===== config.mk =====
export PLATFORM = sky130hd
export DESIGN_NAME = sawtc_ctrl
export DESIGN_NICKNAME = d
export VERILOG_FILES = /design/src/rtl/core/set_assoc_write_through_cache_unit_macros.svh /design/src/rtl/core/sawtc_pkg.sv /design/src/rtl/core/sawtc_ctrl.sv
export SDC_FILE = /design/constraint.sdc
export NUM_CORES = 1
export LEC_CHECK = 0
export ABC_AREA = 0
export BUFFER_PORTS_ARGS = -buffer_cell sky130_fd_sc_hd__buf_2
export CAP_MARGIN = 20
export CELL_PAD_IN_SITES_DETAIL_PLACEMENT = 1
export CELL_PAD_IN_SITES_GLOBAL_PLACEMENT = 1
export CORE_MARGIN = 4
export CORE_UTILIZATION = 30
export CTS_BUF_LIST = sky130_fd_sc_hd__clkbuf_4 sky130_fd_sc_hd__clkbuf_8
export DETAILED_ROUTE_END_ITERATION = 16
export PLACE_DENSITY_LB_ADDON = 0.1
export SLEW_MARGIN = 25
export SYNTH_ARGS = -nofsm -noshare
export SYNTH_HDL_FRONTEND = slang
export SYNTH_SLANG_ARGS = --single-unit

===== constraint.sdc =====
create_clock -name clk_i -period 4.2 [get_ports clk_i]
set_clock_uncertainty 0.15 [all_clocks]
set_input_delay 0.42 -clock clk_i [delete_from_list [all_inputs] [get_ports clk_i]]
set_output_delay 0.42 -clock clk_i [all_outputs]
set_load 0.01 [all_outputs]

===== src/rtl/core/set_assoc_write_through_cache_unit_macros.svh =====
// Assertion macros for the set-associative write-through cache unit.
// Included by the top level; no other dependencies.
`ifndef SET_ASSOC_WRITE_THROUGH_CACHE_UNIT_MACROS_SVH
`define SET_ASSOC_WRITE_THROUGH_CACHE_UNIT_MACROS_SVH

// Same-cycle implication, disabled while reset is asserted.
`define SAWTC_ASSERT_NOW(label, clk, rst_n, ante, cons) \
  label: assert property (@(posedge clk) disable iff (!rst_n) (ante) |-> (cons)) \
    else $error("assertion failed: same-cycle check");

// Next-cycle implication, disabled while reset is asserted.
`define SAWTC_ASSERT_NEXT(label, clk, rst_n, ante, cons) \
  label: assert property (@(posedge clk) disable iff (!rst_n) (ante) |=> (cons)) \
    else $error("assertion failed: next-cycle check");

`endif


===== src/rtl/core/sawtc_pkg.sv =====
// Shared types, codes and default sizes for the write-through cache unit.
// No dependencies.
`default_nettype none

package sawtc_pkg;

  // Default geometry.
  localparam int OffsetBitsDef = 6;
  localparam int WayBitsDef    = 3;
  localparam int SetBitsDef    = 7;

  // Request type codes.
  localparam logic [1:0] ReqRead  = 2'd0;
  localparam logic [1:0] ReqWrite = 2'd1;
  localparam logic [1:0] ReqFlush = 2'd2;
  localparam logic [1:0] ReqFill  = 2'd3;

  // Response kind codes.
  localparam logic [2:0] KindRead   = 3'd0;
  localparam logic [2:0] KindRefill = 3'd1;
  localparam logic [2:0] KindWrite  = 3'd2;
  localparam logic [2:0] KindFlush  = 3'd3;
  localparam logic [2:0] KindError  = 3'd4;

  typedef struct packed {
    logic [1:0]  req_type;
    logic [31:0] addr;
    logic [2:0]  length;
    logic [31:0] write_data;
    logic [31:0] fill_word;
  } req_t;

  typedef struct packed {
    logic [2:0]  resp_kind;
    logic [31:0] resp_addr;
    logic [31:0] resp_data;
    logic [2:0]  resp_len;
    logic        was_hit;
  } resp_t;

  // Commands from the controller to the datapath.
  typedef struct packed {
    logic       latch;
    logic       tag_rd;
    logic       cmp;
    logic       fill_wr;
    logic       flush;
    logic       miss_start;
    logic       wr0;
    logic       wr1;
    logic       data_rd;
    logic       sel_refill;
    logic       emit;
    logic [2:0] kind;
  } cmd_t;

  // Status from the datapath to the controller.
  typedef struct packed {
    logic       rbusy;
    logic [1:0] req_type;
    logic       bad;
    logic       fill_last;
    logic       hit;
    logic       span;
    logic       clearing;
  } sts_t;

endpackage

`default_nettype wire


===== src/rtl/core/sawtc_ctrl.sv =====
// Controller state machine of the cache unit: sequences one request at a time.
// Depends on sawtc_pkg.
`default_nettype none

module sawtc_ctrl (
  input  wire              clk_i,
  input  wire              rst_ni,
  input  wire              start_i,
  input  sawtc_pkg::sts_t  sts_i,
  output logic             busy_o,
  output sawtc_pkg::cmd_t  cmd_o
);

  localparam logic [2:0] StIdle   = 3'd0;
  localparam logic [2:0] StDecode = 3'd1;
  localparam logic [2:0] StTag    = 3'd2;
  localparam logic [2:0] StAct    = 3'd3;
  localparam logic [2:0] StWr1    = 3'd4;
  localparam logic [2:0] StRd     = 3'd5;
  localparam logic [2:0] StRdOut  = 3'd6;

  logic [2:0] state_q, state_d;
  logic       rd_refill_q, rd_refill_d;

  // Next state and command decode.
  always_comb begin
    state_d     = state_q;
    rd_refill_d = rd_refill_q;
    cmd_o       = '0;
    cmd_o.kind  = sawtc_pkg::KindError;
    case (state_q)
      StIdle: begin
        if (start_i && !sts_i.clearing) begin
          cmd_o.latch = 1'b1;
          state_d     = StDecode;
        end
      end
      StDecode: begin
        state_d = StIdle;
        if (sts_i.req_type == sawtc_pkg::ReqFill) begin
          if (sts_i.rbusy) begin
            cmd_o.fill_wr = 1'b1;
            if (sts_i.fill_last) begin
              rd_refill_d = 1'b1;
              state_d     = StRd;
            end
          end
        end else if (sts_i.rbusy) begin
          cmd_o.emit = 1'b1;
          cmd_o.kind = sawtc_pkg::KindError;
        end else if (sts_i.req_type == sawtc_pkg::ReqFlush) begin
          cmd_o.flush = 1'b1;
          cmd_o.emit  = 1'b1;
          cmd_o.kind  = sawtc_pkg::KindFlush;
        end else if (sts_i.bad) begin
          cmd_o.emit = 1'b1;
          cmd_o.kind = sawtc_pkg::KindError;
        end else begin
          cmd_o.tag_rd = 1'b1;
          state_d      = StTag;
        end
      end
      StTag: begin
        cmd_o.cmp = 1'b1;
        state_d   = StAct;
      end
      StAct: begin
        state_d = StIdle;
        if (sts_i.req_type == sawtc_pkg::ReqWrite) begin
          cmd_o.wr0  = sts_i.hit;
          cmd_o.emit = 1'b1;
          cmd_o.kind = sawtc_pkg::KindWrite;
          if (sts_i.hit && sts_i.span) begin
            state_d = StWr1;
          end
        end else if (sts_i.hit) begin
          rd_refill_d = 1'b0;
          state_d     = StRd;
        end else begin
          cmd_o.miss_start = 1'b1;
          cmd_o.emit       = 1'b1;
          cmd_o.kind       = sawtc_pkg::KindRefill;
        end
      end
      StWr1: begin
        cmd_o.wr1 = 1'b1;
        state_d   = StIdle;
      end
      StRd: begin
        cmd_o.data_rd    = 1'b1;
        cmd_o.sel_refill = rd_refill_q;
        state_d          = StRdOut;
      end
      StRdOut: begin
        cmd_o.emit       = 1'b1;
        cmd_o.kind       = sawtc_pkg::KindRead;
        cmd_o.sel_refill = rd_refill_q;
        state_d          = StIdle;
      end
      default: begin
        state_d = StIdle;
      end
    endcase
  end

  // State registers.
  always_ff @(posedge clk_i or negedge rst_ni) begin
    if (!rst_ni) begin
      state_q     <= StIdle;
      rd_refill_q <= 1'b0;
    end else begin
      state_q     <= state_d;
      rd_refill_q <= rd_refill_d;
    end
  end

  // The block is also held busy while the valid bits are being cleared.
  assign busy_o = (state_q != StIdle) || sts_i.clearing;

endmodule

`default_nettype wire


==> impl_metrics.sql, run 1 <==
INSERT INTO impl_metrics (metric_group, metric, value, unit) VALUES
('sta', 'post_route_worst_setup_slack', '1.88', 'ns'),
('pwr', 'vdd_ir_max', '142', 'uV'),
('sta', 'finalCritPeriodShare', '0.553', ''),
('floorplan', 'chipWidth', '44.8', 'um'),
('setup_path', 'path_max_fanout', '13', ''),
('finish', 'drive_above_1_share', '0.405', ''),
('sta', 'timing.slew.headroom', '0.737', ''),
('synth', 'syn_inst', '53', ''),
('drt', 'detailedRoute.firstIterationViolations', '3', ''),
('clock_tree', 'number_of_clock_buffers_inserted_by_tritoncts', '3', ''),
('setup_path', 'timing.rr.start', 'state_q[1]', ''),
('drt', 'drcViolationCount', '0', ''),
('global_route', 'globalRoute.busiestLayer', 'met2', ''),
('synth', 'postSynth.asyncResetShare', '1.00', ''),
('synth', 'synth.top_cell.area_share', '0.247', ''),
('setup_path', 'timing.critical_path.to_type', 'output port', ''),
('global_route', 'antenna_found_initial', '0', ''),
('clock_tree', 'clock_sink_count', '4', ''),
('floorplan', 'placeableCoreArea', '0.00119', 'mm^2'),
('global_route', 'grt.total_usage', '0.127', ''),
('synth', 'synth-edff-count', '0', ''),
('clock_tree', 'clkSlewWorstSetupHoldPaths', '0.04', 'ns'),
('synth', 'synth_compound_gate_area_share', '0.207', ''),
('finish', 'layout.cells.most_common_list', 'sky130_fd_sc_hd__buf_2, sky130_fd_sc_hd__nor2_1, sky130_fd_sc_hd__inv_1, sky130_fd_sc_hd__dfrtp_1', ''),
('drt', 'wirelength', '1150', 'um'),
('synth', 'seq_area_frac_synth', '0.247', ''),
('finish', 'layout_commonest_cell', 'sky130_fd_sc_hd__buf_2', ''),
('global_route', 'grt.met3_usage', '0.0120', ''),
('drt', 'via_count', '471', ''),
('finish', 'postLayoutCellArea', '562', 'um^2'),
('synth', 'xor_and_xnor_fraction_of_the_mapped_netlist_area', '0.0216', ''),
('place', 'portBuffers', '25', ''),
('pwr', 'sequential_cell_fraction_of_total_power', '0.321', ''),
('finish', 'num-nets-final', '92', ''),
('setup_path', 'r2r_end', 'state_q[2]', ''),
('global_route', 'globalRouteMet1Util', '0.156', ''),
('sta', 'drv_slew', '0', ''),
('synth', 'mappedNetlistNets', '64', ''),
('floorplan', 'num_rows', '12', ''),
('pwr', 'power.clock.fraction', '0.186', ''),
('drt', 'detail_route.wl_per_cell', '12.3', 'um'),
('synth', 'average_cell_area_after_synthesis', '7.65', 'um^2'),
('sta', 'fmaxAchievable', '431', 'MHz'),
('global_route', 'grt.met2_usage', '0.215', ''),
('pwr', 'switchingPower', '102', 'uW'),
('sta', 'worst_pin_slew', '0.395', 'ns'),
('setup_path', 'cp_data_required_time', '3.63', 'ns'),
('synth', 'synth_warnings', '0', ''),
('setup_path', 'worstPathArrival', '1.75', 'ns'),
('synth', 'area_share_of_and_or_nand_nor_cells_after_synthesis', '0.441', ''),
('clock_tree', 'max-clock-path-buffers', '2', ''),
('synth', 'synthesis.area', '405', 'um^2'),
('setup_path', 'ff2ff_setup_slack', '2.57', 'ns'),
('floorplan', 'dieArea', '0.00200', 'mm^2'),
('global_route', 'overall_overflow_remaining_after_global_route', '0', ''),
('floorplan', 'start_util', '0.342', ''),
('setup_path', 'worst_setup_path_start_kind', 'flip-flop', ''),
('setup_path', 'length_in_cells_of_the_worst_reg_to_reg_path', '4', ''),
('pwr', 'power_report.internal_total', '148', 'uW'),
('setup_path', 'timing_endpoint_of_the_critical_path', 'cmd_o[2]', ''),
('setup_path', 'critical_path.startpoint', 'state_q[1]', ''),
('finish', 'area_growth_syn_to_layout', '38.6', '%'),
('sta', 'grt_setup_unrepaired', 'no', ''),
('place', 'gpl_wtd_cong', '0.637', ''),
('drt', 'route.antenna.remaining_nets', '0', ''),
('run_status', 'run_status', 'completed', ''),
('pwr', 'power.share.combinational', '0.493', ''),
('clock_tree', 'clockRootBuffer', 'sky130_fd_sc_hd__clkbuf_4', ''),
('clock_tree', 'h-tree-depth', '1', ''),
('sta', 'setup_viol', '0', ''),
('synth', 'yosys-top-cells-area', 'sky130_fd_sc_hd__dfrtp_1, sky130_fd_sc_hd__nor2_1, sky130_fd_sc_hd__o21ai_0, sky130_fd_sc_hd__and2b_1, sky130_fd_sc_hd__inv_1', '');
-- flip-flops by register name, summed over array words and instances (netlist names) --
register / count
rd_refill_q: 1
state_q: 3
-- logic make-up after synthesis --
group / Yosys count
AOI/OAI and AO/OA: 13
xor gates and xnor gates: 1
buffers and inverters: 7
and+or+nand+nor: 28
DFF: 4
-- layer usage --
| metal | share of wire | vias to the layer above |
|---|---|---|
| met4 | 0 | 0 |
| met5 | 0 | - |
| met1 | 0.47 | 212 |
| li1 | - | 240 |
| met2 | 0.47 | 19 |
| met3 | 0.058 | 0 |
-- per-stage QoR --
stage / instances / utilization
after floorplan: 53 / -
after global placement: 89 / 0.446
after detailed placement: 89 / 0.446
after CTS: 93 / 0.474
after global routing: 93 / 0.474
final: 93 / 0.474
-- critical path: stages, from the launching register on --
cell	delay (ns)
sky130_fd_sc_hd__dfrtp_1	0.51
sky130_fd_sc_hd__or3b_4	0.49
sky130_fd_sc_hd__nor3_2	0.14
sky130_fd_sc_hd__nand2_1	0.10
sky130_fd_sc_hd__and2_1	0.14
sky130_fd_sc_hd__buf_2	0.13
-- cell type report --
type / instances / area, um^2 / share of cell area
clock buffers: 3 / 22.5 / 0.0401
inverters: 4 / 15.0 / 0.0267
multi-input cells: 42 / 272 / 0.483
flip-flops and latches: 4 / 100 / 0.178
well taps: 14 / 17.5 / 0.0312
repair buffers: 26 / 135 / 0.241
-- worst min-delay path by stage --
stage	from	endpoint	slack, ns	cells after the start
2_1_floorplan	rst_ni	rd_refill_q	-0.03	0
3_3_place_gp	rst_ni	state_q[1]	0.08	1
3_5_place_dp	rst_ni	state_q[2]	0.08	1
4_1_cts	rd_refill_q	rd_refill_q	0.35	1
5_1_grt	rst_ni	state_q[1]	0.39	2
6_report	rd_refill_q	rd_refill_q	0.35	1
-- power by group through the flow --
| stage | logic [uW] | registers (uW) | clock network, uW |
|---|---|---|---|
| floorplan | 112 | 59.1 | 0 |
| finish | 123 | 80.3 | 46.4 |
| CTS | 126 | 80.4 | 47.9 |
| global route | 138 | 85.2 | 49.7 |
| detailed placement | 124 | 81.0 | 0 |
| global placement | 124 | 81.5 | 0 |
-- synth_stat cells (all sizes together) (2+ instances only) --
cell / number
nand3: 2
dfrtp: 4
nor2b: 2
buf: 2
and2b: 2
a21oi: 2
nor3b: 2
and2: 2
o21ai: 4
nor2: 6
inv: 4
nor3: 3
nand2: 2
-- repair_timing --
| item | in CTS | in global routing |
|---|---|---|
| endpoints found under the hold margin | 4 | 0 |
| hold buffers | 1 | 0 |
| gates resized for setup | 0 | 0 |
No activity file was read; power rests on OpenSTA's default activity.
==> run 2: changes to the inputs <==
CORE_ASPECT_RATIO = 1.1   (was not set)
CORE_UTILIZATION = 28   (was 30)
clock period = 2.2 ns   (was 4.2 ns; I/O delays follow)
==> impl_metrics.sql, run 2 (synthesized netlist as in run 1, its figures left out) <==
INSERT INTO impl_metrics (metric_group, metric, value, unit) VALUES
('sta', 'hold_ws', '0.160', 'ns'),
('drt', 'detailedRoute.firstIterationViolations', '1', ''),
('flow_run', 'max-cap-violations', '0', ''),
('sta', 'finalCritPeriodShare', '0.908', ''),
('drt', 'drcViolationCount', '0', ''),
('sta', 'worst_pin_slew', '0.351', 'ns'),
('floorplan', 'dieArea', '0.00212', 'mm^2'),
('global_route', 'maximum_number_of_pins_on_one_net_before_global_route_repair', '12', ''),
('setup_path', 'cp_data_required_time', '1.83', 'ns'),
('setup_path', 'cp.depth', '5', ''),
('sta', 'fmaxAchievable', '501', 'MHz'),
('finish', 'final_util', '0.429', ''),
('finish', 'regMostFlops', 'state_q', ''),
('finish', 'area_growth_syn_to_layout', '44.8', '%'),
('clock_tree', 'clock_sink_count', '4', ''),
('drt', 'wirelength', '1300', 'um'),
('sta', 'number_of_hold_violations_in_the_final_report', '0', ''),
('global_route', 'overall_overflow_remaining_after_global_route', '0', ''),
('finish', 'layout.cells.most_common_list', 'sky130_fd_sc_hd__buf_2, sky130_fd_sc_hd__nor2_1, sky130_fd_sc_hd__inv_1, sky130_fd_sc_hd__dfrtp_1', ''),
('drt', 'viasPerCell', '4.92', ''),
('setup_path', 'critical_path.startpoint', 'state_q[1]', ''),
('floorplan', 'start_util', '0.297', ''),
('setup_path', 'r2r_end', 'rd_refill_q', ''),
('sta', 'setup_viol', '0', ''),
('setup_path', 'length_in_cells_of_the_worst_reg_to_reg_path', '4', ''),
('clock_tree', 'h-tree-depth', '1', ''),
('setup_path', 'crit_chain', 'or3b_4, nor3_2, nand2_1, and2_1, buf_2', ''),
('setup_path', 'critPathBufInv', '1', ''),
('pwr', 'totalPowerFinal', '513', 'uW'),
('clock_tree', 'cts_tree', 'yes', ''),
('setup_path', 'ff2ff_setup_slack', '0.68', 'ns'),
('global_route', 'wire_length_of_the_first_global_routing_pass', '1950', 'um'),
('floorplan', 'placeableCoreArea', '0.00137', 'mm^2'),
('setup_path', 'worst_path_largest_cell_delay', '0.46', 'ns'),
('drt', 'drt_pre_antenna_iters', '3', ''),
('place', 'detailed_place_hpwl', '1030', 'um'),
('setup_path', 'timing_endpoint_of_the_critical_path', 'cmd_o[2]', ''),
('place', 'portBuffers', '25', ''),
('setup_path', 'worst_setup_path_start_kind', 'flip-flop', ''),
('setup_path', 'timing.rr.start', 'state_q[1]', ''),
('clock_tree', 'insertion_delay_to_the_later_sink_of_the_worst_skew_pair', '0.24', 'ns'),
('finish', 'antenna_cells_inserted', '0', ''),
('setup_path', 'path_max_fanout', '7', ''),
('global_route', 'first_global_vias', '455', ''),
('global_route', 'antenna_found_initial', '0', ''),
('sta', 'post_route_worst_setup_slack', '0.202', 'ns'),
('finish', 'layout_top_registers', 'state_q (3), rd_refill_q (1)', ''),
('pwr', 'power_density', '874', 'mW/mm^2'),
('setup_path', 'critical_path.slowest_cell', 'sky130_fd_sc_hd__or3b_4', ''),
('place', 'detailedPlace.worstSlack', '0.433', 'ns'),
('setup_path', 'path_class', 'reg -> out', ''),
('setup_path', 'worstPathArrival', '1.63', 'ns'),
('pwr', 'vdd_ir_max', '360', 'uV'),
('clock_tree', 'clockRootBuffer', 'sky130_fd_sc_hd__clkbuf_4', ''),
('floorplan', 'boundary_pin_count', '26', ''),
('sta', 'grt_setup_unrepaired', 'no', ''),
('setup_path', 'timing.critical_path.to_type', 'output port', ''),
('drt', 'via_count', '482', ''),
('setup_path', 'family_of_cells_with_the_greatest_summed_delay_on_the_critical_path', 'simple AND/OR/NAND/NOR gates', ''),
('hold_path', 'hold_crit_path_type', 'in -> async', ''),
('clock_tree', 'cts_resized', '0', ''),
('place', 'gpl_wtd_cong', '0.666', ''),
('sta', 'fin_tns_setup', '0', 'ns'),
('sta', 'post-route-min-period', '2.00', 'ns'),
('drt', 'detail_route.wl_per_cell', '13.3', 'um'),
('finish', 'largest_reg_flops', '3', ''),
('clock_tree', 'max-clock-path-buffers', '2', ''),
('clock_tree', 'clkSlewWorstSetupHoldPaths', '0.04', 'ns'),
('sta', 'drv_slew', '0', ''),
('floorplan', 'num_rows', '14', ''),
('floorplan', 'chipWidth', '44.3', 'um'),
('finish', 'num-nets-final', '95', ''),
('drt', 'route.antenna.remaining_nets', '0', ''),
('global_route', 'grt.total_usage', '0.125', ''),
('clock_tree', 'number_of_clock_buffers_inserted_by_tritoncts', '3', ''),
('run_status', 'run_status', 'completed', ''),
('sta', 'timing.slew.headroom', '0.765', ''),
('finish', 'layout_commonest_cell', 'sky130_fd_sc_hd__buf_2', ''),
('floorplan', 'die_h', '47.9', 'um'),
('finish', 'drive_above_1_share', '0.427', ''),
('pwr', 'p_leak', '0.000327', 'uW');
## run 2: cell count changes in the layout (fill, tap and decap cells not counted)
cell / change
sky130_fd_sc_hd__buf_4: +3
## run 2: per-stage QoR
stage,instance area [um^2],std cells
2_1_floorplan,405,53
3_3_place_gp,554,94
3_5_place_dp,554,94
4_1_cts,587,98
5_1_grt,587,98
6_report,587,98
## run 2: worst min-delay path by stage
stage / start / end / slack (ns) / depth (start not counted)
floorplan: rst_ni / rd_refill_q / -0.23 / 0
detailed placement: rst_ni / state_q[0] / -0.12 / 1
global route: rst_ni / state_q[0] / 0.18 / 2
global placement: rst_ni / state_q[0] / -0.12 / 1
CTS: rst_ni / state_q[0] / 0.17 / 2
finish: rst_ni / state_q[0] / 0.16 / 2
## run 2: metal layers
layer	vias to the layer above	global-route usage	part of all wire
met5	-	0	0
met3	0	0.0338	0.088
met4	0	0.0181	0
li1	245	-	-
met1	214	0.157	0.45
met2	23	0.221	0.46
## run 2: layout make-up
cell class	instances	area, um^2
fill	186	779
clock buffer	3	22.5
timing repair buffer	29	158
tap	16	20.0
multi-input combinational	42	272
sequential	4	100
inverter	4	15.0
## run 2: power by group
part	total, uW	internal [uW]	switching [uW]
clock	93.2	61.2	32.1
sequential	122	101	21.1
combinational	298	142	156
## run 2: what timing repair did
| action | in CTS | in global routing |
|---|---|---|
| hold buffers | 1 | 0 |
| hold endpoints to repair | 4 | 0 |
| buffers inserted | 0 | 0 |
